### src/rtl/core/iords_pkg.sv
`timescale 1ns / 1ps
// ----------------------------------------------------------------------------
// iords_pkg : shared types and constants for the deadline I/O scheduler
// Entry layout, status codes, modes and the controller state type.
// ----------------------------------------------------------------------------
package iords_pkg;

  localparam int unsigned QueueDepthDefault = 256;

  // one stored request: tag (format, prio, op), file, offset, length, time
  localparam int unsigned EntryW = 7 + 32 + 48 + 32 + 32;

  typedef enum logic [1:0] {
    ST_ACCEPTED   = 2'd0,
    ST_REJECTED   = 2'd1,
    ST_DISPATCHED = 2'd2,
    ST_EMPTY      = 2'd3
  } status_e;

  localparam logic [1:0] ModeDeadline = 2'd1;
  localparam logic [1:0] OpRead       = 2'd0;
  localparam logic [1:0] OpWrite      = 2'd1;
  localparam logic       KindSubmit   = 1'b0;

  typedef enum logic [2:0] {
    S_IDLE,
    S_SCAN,
    S_SCAN_WAIT,
    S_PICK_RD,
    S_PICK,
    S_SHIFT,
    S_SHIFT_WR,
    S_DONE
  } ctrl_state_e;

  // controller to datapath
  typedef struct packed {
    logic capture;     // latch the input word
    logic submit_wr;   // write the captured request at the tail
    logic scan_start;  // clear scan index and best candidate
    logic scan_rd;     // read entry at scan index
    logic scan_eval;   // compare registered read against best
    logic pick_rd;     // read the chosen entry
    logic pick_take;   // latch the chosen entry and update counters
    logic shift_rd;    // read entry at shift index + 1
    logic shift_wr;    // write it back at shift index
    logic finish_sub;  // produce a submit/empty result
    logic out_load;    // publish the result word
  } dp_cmd_t;

  // datapath to controller
  typedef struct packed {
    logic is_submit;
    logic full;
    logic empty;
    logic scan_last;   // scan index reached the last pending entry
    logic shift_last;  // no more entries to move down
  } dp_sts_t;

endpackage

### src/rtl/core/iords_ctrl.sv
`timescale 1ns / 1ps
// ----------------------------------------------------------------------------
// iords_ctrl : sequencer for submit and dispatch
// Steps the datapath through capture, scan, pick, shift and output.
// ----------------------------------------------------------------------------
module iords_ctrl
  import iords_pkg::*;
(
  input  logic       clk_i,
  input  logic       rst_ni,
  input  logic [1:0] sched_mode_i,
  input  logic       in_valid_i,
  output logic       in_ready_o,
  output logic       out_valid_o,
  input  logic       out_ready_i,
  output dp_cmd_t    cmd_o,
  input  dp_sts_t    sts_i
);

  ctrl_state_e state_q, state_d;
  logic        ov_q, ov_d;

  always_ff @(posedge clk_i or negedge rst_ni) begin
    if (!rst_ni) begin
      state_q <= S_IDLE;
      ov_q    <= 1'b0;
    end else begin
      state_q <= state_d;
      ov_q    <= ov_d;
    end
  end

  assign in_ready_o  = (state_q == S_IDLE);
  assign out_valid_o = ov_q;

  always_comb begin
    state_d = state_q;
    cmd_o   = '0;
    ov_d    = ov_q && !out_ready_i;
    case (state_q)
      S_IDLE: begin
        if (in_valid_i) begin
          cmd_o.capture    = 1'b1;
          cmd_o.scan_start = 1'b1;
          state_d          = S_SCAN;
        end
      end
      S_SCAN: begin
        if (sts_i.is_submit || sts_i.empty) begin
          cmd_o.submit_wr  = sts_i.is_submit && !sts_i.full;
          cmd_o.finish_sub = 1'b1;
          state_d          = S_DONE;
        end else if (sched_mode_i == ModeDeadline) begin
          cmd_o.scan_rd = 1'b1;
          state_d       = S_SCAN_WAIT;
        end else begin
          cmd_o.pick_rd = 1'b1;
          state_d       = S_PICK;
        end
      end
      S_SCAN_WAIT: begin
        cmd_o.scan_eval = 1'b1;
        if (sts_i.scan_last) begin
          state_d = S_PICK_RD;
        end else begin
          state_d = S_SCAN;
        end
      end
      S_PICK_RD: begin
        // best index is final now: read the chosen entry
        cmd_o.pick_rd = 1'b1;
        state_d       = S_PICK;
      end
      S_PICK: begin
        cmd_o.pick_take = 1'b1;
        state_d         = S_SHIFT;
      end
      S_SHIFT: begin
        if (sts_i.shift_last) begin
          state_d = S_DONE;
        end else begin
          cmd_o.shift_rd = 1'b1;
          state_d        = S_SHIFT_WR;
        end
      end
      S_SHIFT_WR: begin
        cmd_o.shift_wr = 1'b1;
        state_d        = S_SHIFT;
      end
      S_DONE: begin
        if (!ov_q || out_ready_i) begin
          cmd_o.out_load = 1'b1;
          ov_d           = 1'b1;
          state_d        = S_IDLE;
        end
      end
      default: state_d = S_IDLE;
    endcase
  end

endmodule

### config.mk
export PLATFORM = sky130hd
export DESIGN_NAME = iords_ctrl
export DESIGN_NICKNAME = d
export VERILOG_FILES = /design/src/rtl/core/iords_pkg.sv /design/src/rtl/core/iords_ctrl.sv
export SDC_FILE = /design/constraint.sdc
export NUM_CORES = 1
export LEC_CHECK = 0
export ABC_AREA = 1
export BUFFER_PORTS_ARGS = -buffer_cell sky130_fd_sc_hd__clkbuf_2
export CAP_MARGIN = 20
export CORE_AREA = 2 2 39 41
export DETAILED_ROUTE_END_ITERATION = 8
export DIE_AREA = 0 0 41 43
export SLEW_MARGIN = 20
export SYNTH_ARGS = -nofsm -noshare
export SYNTH_HDL_FRONTEND = slang
export SYNTH_SLANG_ARGS = --single-unit
### constraint.sdc
create_clock -name clk_i -period 1.9 [get_ports clk_i]
set_clock_uncertainty 0.2 [all_clocks]
set_input_delay 0.38 -clock clk_i [delete_from_list [all_inputs] [get_ports clk_i]]
set_output_delay 0.38 -clock clk_i [all_outputs]
set_load 0.005 [all_outputs]
After elaboration in Yosys (flattened, before gate mapping)
Cells that the tools add are included.
{ "totals": {"ram_bits": 0, "regBits": 4, "n_memories": 0, "mem_bits_ro": 0, "latch_bits": 0, "inputBits": 11, "output_inout_bits": 13} }
{ "op_classes": {"n_addsub": 0, "n_lt_le_gt_ge": 0, "bitwise": 0, "n_reduce_logical": 10, "div": 0, "n_mux": 28, "eq_ne": 10, "multipliers": 0, "shift": 0} }
{ "op_table": {"columns": ["operator", "n"], "rows": [
  ["1-bit two-way mux", 21],
  ["3-bit one-hot mux with 7 select lines", 1],
  ["3-bit == test, second input constant", 4],
  ["3-bit two-way mux", 4],
  ["3-bit by 2-bit == test with 1-bit output, second input constant", 2],
  ["2-bit inequality test, second input constant", 2],
  ["3-bit by 1-bit == test with 1-bit output, second input constant", 1],
  ["1-bit zero test", 3],
  ["3-bit zero test", 1],
  ["2-bit by 1-bit == test with 1-bit output, second input constant", 1],
  ["1-bit logical AND", 2],
  ["1-bit logical OR", 2],
  ["2-bit two-way mux", 1],
  ["1-bit one-hot mux with 2 select lines", 1],
  ["2-bit AND reduction", 1],
  ["2-bit OR reduction", 1]
]} }

Depth between registers and ports, before layout
Gate-level depths: netlist (run 1).
{ "logic_depth": {"depth_word": 4, "ltp_mapped": 8} }

Worst setup path after synthesis (run 1)
OpenSTA, ideal clock, no wires.
{ "synth_path": {"path_type": "register -> output", "from": "register state_q[0]", "to": "output port cmd_o[10] (netlist name)", "stages_incl_launch_ff": 5, "slack_ps": 410, "t_arrival_ps": 910, "cell_sequence": "dfrtp_1 -> nor2_1 -> nand2_1 -> nor2_1 -> buf_4"} }
{ "synth_lines": {"columns": ["element", "line_no", "source"], "rows": [
  ["start, declared", "iords_ctrl.sv:20", "ctrl_state_e state_q, state_d;"],
  ["start signal, assigned", "iords_ctrl.sv:28", "state_q <= state_d;"],
  ["end, declared", "iords_ctrl.sv:16", "output dp_cmd_t cmd_o,"]
]} }

==> metrics, run 1 <==
CTS Buf Count 3; max_cap viols 0; Total GRT Usage 12.5%; nets 94; vias in the first global route 333; Synth cell types 17; final hold violation count 0; # rows 14; via count between 400 and 500; final setup TNS 0 ns; sequential fraction of the synthesis area 27.5%; total iterations of the first detailed-routing run 3; total gr overflow 0; port bufs 23; DIE AREA 1760 um^2; CP Data Arrival Time 1.25 ns; DRT iter0 DRCs 7; Inst Count DP 93; synthesis-stage register bit count 4; synthesized area per cell around 6.5 um^2; n_diodes 0; Root Driver clkbuf_4; DIE HEIGHT 43 um; Slew Viols, Final 0; Mapped Area 364 um^2; Hold Crit Class in -> reg; area grow syn2layout 41.6%; antenna-violating nets left 0; most frequent cells in the layout clkbuf_2, nand2_1, inv_1, nor2_1, nand3_1; drt drc 0; fin crit share a little over nine tenths; fmax 546 MHz; CTS clk-pin slew, worst paths 0.04 ns; Cells after Synth 56; GPL Wtd Cong between 0.6 and 0.7; overall routed net length 854 um; initial core utilization 26.3%; wire length per cell around 8.8 um; initial antenna violation count 0; die width 41 um; Slew HR 85.5%; critical path endpoint category output port; buffer count from post-CTS setup fixing 0; Crit Path Max Fanout 8; Tmin final 1.83 ns; CTS tree built; CP Class reg -> out; Ys Warns 0; latest clock arrival within the worst-skew pair 0.25 ns; Hold WS ~0.14 ns; number of I/O pins 24; number of H-tree levels 1; Post-Syn Nets 67; Setup Viol. Count Final 0; # clock sinks 4; vias per cell 4.43; CP Launch Type flip-flop; Pwr Density 1330 nW/um^2; most common library cell in the layout ignoring fill and taps clkbuf_2; CP Data Required Time 1.32 ns; status finished clean; share of cells above drive strength 1 46.9%; measured slew at the worst slew-check pin 0.216 ns; Longest Clk Path Bufs 2; Layout Cells excl Fill 97; global-route wire length before repair 1350 um; RSZ-0062 raised after global routing no; Core Region 1380 um^2; Peak VDD IR 0.000424 V; Lkg Pwr ~0.3 nW; pin count of the biggest net entering global routing 9; DP HPWL 764 um
[sequential cells by signal (all words and copies together) (netlist names)]
signal	flops
out_valid_o	1
state_q	3
[report_power, final]
group          switching (mW)  total, mW  internal [mW]
combinational           0.214      0.364          0.150
sequential             0.0749      0.206          0.131
clock                  0.0419      0.113         0.0711
[cell usage after synthesis]
cell      number  area, um^2
o22ai_1        1        6.26
nand2_1       12        45.0
nand4_1        1        6.26
o21ai_1        2        10.0
nand2_2        2        12.5
buf_6          1        11.3
dfrtp_1        4         100
nor2_1         8        30.0
clkinv_2       1        5.00
nand3_1        5        25.0
buf_4          1        7.51
nor3_2         3        30.0
nor4_1         1        6.26
inv_1          9        33.8
nor2_4         2        22.5
o21ai_0        1        5.00
inv_2          2        7.51
[worst paths after layout]
path,end,slack (ns),startpoint,cells past startpoint
worst max-delay path,cmd_o[5],0.07,state_q[2],4
worst min-delay path,out_valid_o,0.14,out_ready_i,2
worst max register to register,state_q[0],0.61,state_q[2],7
worst min register to register,out_valid_o,0.39,out_valid_o,2
max in group asynchronous,state_q[2],1.09,rst_ni,2
min in group asynchronous,state_q[1],0.27,rst_ni,2
[metal layers]
layer	share of wire, %	wire length [um]	up-vias	GRT usage [%]
li1	-	-	225	-
met1	38	326	185	12.7
met2	49	420	17	18.1
met3	9.5	81	3	4.71
met4	2.9	25	0	12.0
met5	0	0	-	0
[through the flow]
step / setup WS (ns) / total power, mW / util (%) / area, um^2
after global routing: 0.0103 / 0.756 / 37.3 / 515
after floorplan: 0.410 / 0.465 / - / 364
final: 0.0669 / 0.683 / 37.3 / 515
after detailed placement: 0.253 / 0.572 / 34.7 / 480
after CTS: 0.0259 / 0.686 / 37.2 / 514
after global placement: 0.261 / 0.563 / 34.7 / 480
[critical path, stage by stage, from the launching register on]
cell	delay, ns
dfrtp_2	0.46
nor2_4	0.14
nand2_1	0.11
o22ai_1	0.15
clkbuf_2	0.14
[cell families after synthesis]
family                 synth area share (%)
AO/OA/AOI/OAI                          5.84
AND/OR/NAND/NOR                        48.8
flip-flops                             27.5
buffers and inverters                  17.9
[final cells by class]
type	instances	area [um^2]
sequential	4	103
fill	160	868
timing repair buffer	24	125
tap	16	20.0
clock buffer	3	22.5
multi-input combinational	38	199
inverter	12	46.3
[timing repair]
| action | CTS | global route |
|---|---|---|
| gates resized for setup | 1 | 1 |
| setup endpoints to repair | 1 | 4 |
| pin swaps | 0 | 0 |
| endpoints found under the hold margin | 4 | 0 |
| hold buffers | 1 | 0 |
(Power assumes the default switching activity.)
==> inputs of run 2 (changes only) <==
--- a/config.mk
+++ b/config.mk
@@ -5,7 +5,6 @@
 export SDC_FILE = /design/constraint.sdc
 export NUM_CORES = 1
 export LEC_CHECK = 0
-export ABC_AREA = 1
 export BUFFER_PORTS_ARGS = -buffer_cell sky130_fd_sc_hd__clkbuf_2
 export CAP_MARGIN = 20
 export CORE_AREA = 2 2 39 41
==> constraint.sdc (replaced) <==
create_clock -name clk_i -period 2.2 [get_ports clk_i]
set_clock_uncertainty 0.2 [all_clocks]
set_input_delay 0.44 -clock clk_i [delete_from_list [all_inputs] [get_ports clk_i]]
set_output_delay 0.44 -clock clk_i [all_outputs]
set_load 0.005 [all_outputs]
==> metrics, run 2 <==
vias per cell 4.67 (+5.3%); Inst Count DP 74 (-20%); async set-or-reset flop fraction in the synthesized netlist 100% (unchanged); post_cts resized 0 (-1); fin crit share 92.5%; CTS Buf Count 3 (unchanged); share of cells above drive strength 1 50.0% (+3.1 points); antenna-violating nets left 0 (unchanged); reg2reg setup slack 0.77 ns (+0.16 ns); Tmin final between 2 and 2.5 ns; most frequent cells in the layout clkbuf_2, nor3_1, dfrtp_1, a21oi_1, clkbuf_4; Crit Path Max Fanout 12 (+4); final hold violation count 0 (unchanged); final setup TNS 0 ns (unchanged); initial antenna violation count 0 (unchanged); Mapped Area 333 um^2 (-8.6%); critical path endpoint category output port; # rows 14 (unchanged); synthesized area per cell 8.76 um^2 (+35%); max FFs per register 3 (unchanged); number of H-tree levels 1 (unchanged); Pwr Total 0.530 mW (-22%); drt drc 0 (unchanged); Post-Syn Nets 49 (-27%); Slew HR 73.0% (-13 points); Cells after Synth 38 (-32%); Root Driver clkbuf_4; most common library cell in the layout ignoring fill and taps clkbuf_2; met1 wire length 345 um (+5.8%); met3 WL post-DR 25 um (-69%); CTS tree built; Core Region 1380 um^2 (unchanged); Setup Viol. Count Final 0 (unchanged); latest clock arrival within the worst-skew pair 0.23 ns (-0.02 ns); top post-synthesis cells by count nor3_1, dfrtp_1, a21oi_1; area grow syn2layout 41.4%; wire length per cell 10.7 um (+22%); Hold Crit Class in -> reg; count leader, synth nor3_1; buffer count from post-CTS setup fixing 0 (unchanged); nets 75 (-20%); RSZ-0062 raised after global routing no; Longest Clk Path Bufs 2 (unchanged); Slew Viols, Final 0 (unchanged); CP Data Arrival Time 1.40 ns (+0.15 ns); vias in the first global route 359 (+7.8%); Total GRT Usage 11.4% (-1.1 points); GPL Wtd Cong 0.693 (+0.41%); DIE HEIGHT 43 um (unchanged); ranking of synthesized cells by area dfrtp_1, nor3_1, buf_6, o41ai_2, a21oi_1; Yosys top cell area share 30.1% (+2.6 points); pin count of the biggest net entering global routing 13 (+4); CTS clk-pin slew, worst paths 0.03 ns (about the same); measured slew at the worst slew-check pin 0.406 ns (+0.190 ns); Synth cell types 22 (+5); # clock sinks 4 (unchanged); DR WL met2 457 um (+8.8%); total gr overflow 0 (unchanged); status finished clean; max_cap viols 0 (unchanged); Main synth FF type dfrtp_1; Yosys top cell by area dfrtp_1; Peak VDD IR 0.000411 V (-3.2%); total iterations of the first detailed-routing run 3 (unchanged); synthesis-stage register bit count 4 (unchanged); global-route wire length before repair 1320 um (-2.1%); Top reg by flops state_q; Ys Warns 0 (unchanged); initial core utilization 24.1% (-2.3 points); Post-synth EDFFs 0 (unchanged); hold_buf cts 1 (unchanged); DIE AREA 1760 um^2 (unchanged); highest routed layer met4; n_diodes 0 (unchanged); number of I/O pins 24 (unchanged); die width 41 um (unchanged); Lkg Pwr 0.244 nW (-20%); Pwr Density 1130 nW/um^2 (-15%); port bufs 23 (unchanged); fmax 491 MHz; CP Launch Type flip-flop; CP Class reg -> out; Layout Cells excl Fill 78 (-20%); via count 364 (-15%); overall routed net length 837 um (-2.0%); CP Data Required Time 1.56 ns (+0.24 ns); Layout fillers 162 (+1.3%); sequential fraction of the synthesis area 30.1% (+2.6 points); DRT iter0 DRCs 4 (-3); DP HPWL 699 um (-8.5%)
-- run 2: kinds of logic (layout without fill, tap and decap cells) --
kind of cell | Yosys count | after routing | share of synthesized area, %
AO/OA/AOI/OAI | 7 | 7 | 17.7
buffers and inverters | 5 | 29 | 11.3
flip-flops | 4 | 4 | 30.1
AND/OR/NAND/NOR | 22 | 22 | 41.0
-- run 2: layout make-up --
type	instances	area, um^2	share of cell area, %
Clock buffer	3	22.5	4.79
Inverter	2	7.51	1.60
Multi-Input combinational cell	29	195	41.5
Sequential cell	4	100	21.3
Tap cell	16	20.0	4.26
Timing Repair Buffer	24	125	26.6
-- run 2: metal layers --
metal / global-route usage, % / vias to the layer above
li1: - / 186
met1: 12.4 / 169
met2: 16.9 / 7
met3: 1.57 / 2
met4: 12.0 / 0
met5: 0 / -
-- run 2: power by group --
group	switching, mW	total, mW	internal [mW]
Clock	0.0271	0.0880	0.0608
Sequential	0.0826	0.192	0.110
Combinational	0.126	0.250	0.124
-- run 2: critical path, stage by stage (launching register included) --
cell and delay [ns]:
dfrtp_1 0.50, inv_1 0.18, nand3_2 0.11, nor4_2 0.23
clkbuf_2 0.15
-- run 2: path summary, 6_finish.rpt --
path / from / end / depth (start not counted)
min reg2reg: out_valid_o / out_valid_o / 2
max: state_q[1] / cmd_o[7] / 4
max in group asynchronous: rst_ni / state_q[1] / 2
min: sts_i[1] / state_q[1] / 2
max reg2reg: state_q[1] / state_q[1] / 3
min in group asynchronous: rst_ni / state_q[2] / 2
-- run 2: per-stage QoR --
| step | hold WS (ns) | cell area, um^2 | setup WS, ns | utilization (%) |
|---|---|---|---|---|
| floorplan | -0.0556 | 333 | 0.492 | - |
| global placement | 0.0470 | 438 | 0.417 | 31.6 |
| finish | 0.277 | 470 | 0.165 | 34.0 |
| detailed placement | 0.0520 | 438 | 0.397 | 31.6 |
| CTS | 0.271 | 470 | 0.143 | 34.0 |
| global route | 0.295 | 470 | 0.0662 | 34.0 |
==> inputs of run 3 (changes only) <==
--- a/config.mk
+++ b/config.mk
@@ -10,6 +10,7 @@
 export CORE_AREA = 2 2 39 41
 export DETAILED_ROUTE_END_ITERATION = 8
 export DIE_AREA = 0 0 41 43
+export REMOVE_ABC_BUFFERS = 1
 export SLEW_MARGIN = 20
 export SYNTH_ARGS = -nofsm -noshare
 export SYNTH_HDL_FRONTEND = slang
==> metrics, run 3 (synthesis gave the netlist of run 2 again) <==
status finished clean; total gr overflow 0 (unchanged); sequential power share 36.2% (about the same); Sw Share 44.4% (-0.098 points); placed cell areas 438 um^2 (unchanged); RSZ-0062 raised after global routing no; Setup WS pre-CTS 0.370 ns (-0.0275 ns); final hold violation count 0 (unchanged); share of cells above drive strength 1 50.0% (unchanged); Peak VDD IR 0.000369 V (-10%); Net Sw Power 0.235 mW (-0.38%); Pwr Density 1130 nW/um^2 (-0.16%); M3 GR Usage 1.57% (unchanged); final instance area 470 um^2 (unchanged); measured slew at the worst slew-check pin 0.393 ns (-0.0123 ns); Hold Crit Class in -> reg; Tmin final 2.01 ns (-0.0249 ns); CTS Buf Count 3 (unchanged); post_cts resized 0 (unchanged); Hold WS 0.278 ns (+0.000931 ns); Top reg by flops state_q; CP cell instances inv_1 > nand3_2 > nor4_2 > clkbuf_2; DRT iter0 DRCs 3 (-1); Root Driver clkbuf_4; area grow syn2layout 41.4% (unchanged); Pwr Total 0.529 mW (-0.16%); DIE HEIGHT 43 um (unchanged); drt drc 0 (unchanged); n_diodes 0 (unchanged); final setup TNS 0 ns (unchanged); Inst Count DP 74 (unchanged); buffer count from post-CTS setup fixing 0 (unchanged); max_cap viols 0 (unchanged); vias per cell 4.67 (unchanged); Int Pwr 0.294 mW (about the same); number of H-tree levels 1 (unchanged); Crit Path Max Fanout 12 (unchanged); port bufs 23 (unchanged); clock power share 16.6% (about the same); via count 364 (unchanged); met1 GRT Util 11.1% (-1.3 points); Longest Clk Path Bufs 2 (unchanged); Lkg Pwr 0.244 nW (unchanged); pin count of the biggest net entering global routing 13 (unchanged); critical path endpoint category output port; CTS clk-pin slew, worst paths 0.03 ns (about the same); nets 75 (unchanged); CP Launch Type flip-flop; overall routed net length 762 um (-9.0%); final worst slack 0.190 ns (+0.0249 ns); DP HPWL 657 um (-6.0%); max incr delay on CP 0.49 ns (about the same); latest clock arrival within the worst-skew pair 0.23 ns (about the same); CP Data Required Time 1.56 ns (about the same); antenna-violating nets left 0 (unchanged); Layout Cells excl Fill 78 (unchanged); Setup Viol. Count Final 0 (unchanged); CP Data Arrival Time 1.37 ns (-0.03 ns); most frequent cells in the layout clkbuf_2, nor3_1, dfrtp_1, a21oi_1, clkbuf_4; initial core utilization 24.1% (unchanged); die width 41 um (unchanged); fmax 497 MHz (+1.2%); fin crit share 91.4% (-1.1 points); Final Core Density 34.0% (unchanged); # rows 14 (unchanged); number of I/O pins 24 (unchanged); DIE AREA 1760 um^2 (unchanged); CTS tree built; # clock sinks 4 (unchanged); most common library cell in the layout ignoring fill and taps clkbuf_2; wire length per cell 9.77 um (-9.0%); Slew Viols, Final 0 (unchanged); max FFs per register 3 (unchanged); Slew HR 73.8% (+0.82 points); Core Region 1380 um^2 (unchanged); met2 Track Usage GR 13.8% (-3.1 points); initial antenna violation count 0 (unchanged); Total GRT Usage 9.08% (-2.3 points); CP Class reg -> out; most used routing layer met2; GPL Wtd Cong 0.654 (-5.6%); total iterations of the first detailed-routing run 2 (-1); Slowest cell on crit path dfrtp_1; Comb pwr share 47.2% (about the same); global-route wire length before repair 1090 um (-17%); vias in the first global route 308 (-14%)
[run 3: cell counts in the layout (fill, tap and decap cells not counted)]
No cell type changed its count.
[run 3: worst paths after layout]
path,start,to,slack [ns],depth (start not counted)
max,state_q[1],cmd_o[7],0.19,4
min,sts_i[1],state_q[1],0.28,2
max reg2reg,state_q[1],state_q[1],0.78,3
min reg2reg,out_valid_o,out_valid_o,0.33,2
max in group asynchronous,rst_ni,state_q[1],1.34,2
min in group asynchronous,rst_ni,state_q[2],0.34,2
[run 3: area by class of cell]
cell class	instances	area (um^2)
multi-input combinational	29	195
clock buffer	3	22.5
fill	152	913
inverter	2	7.51
sequential	4	100
timing repair buffer	24	125
tap	16	20.0
[run 3: critical path: cells and delay by family (launching register included)]
kind | cells | cell delay (ns)
buffers and inverters | 2 | 0.32
AND/OR/NAND/NOR | 2 | 0.33
flip-flops | 1 | 0.49
[run 3: power by group through the flow]
stage               registers (mW)  clock network, mW  logic (mW)
finish                       0.191             0.0878       0.250
global route                 0.204             0.0944       0.280
CTS                          0.191             0.0949       0.254
detailed placement           0.192                  0       0.253
global placement             0.188                  0       0.252
floorplan                    0.177                  0       0.157
[run 3: what timing repair did]
| action | 4_1_cts | 5_1_grt |
|---|---|---|
| endpoints found under the setup margin | 0 | 0 |
| hold buffers | 1 | 0 |
| hold endpoints to repair | 4 | 0 |
[run 3: layer usage]
layer	vias to the layer above	part of all wire [%]
met5	-	0
met4	0	0
met3	0	9.6
met2	15	49
met1	161	42
li1	188	-
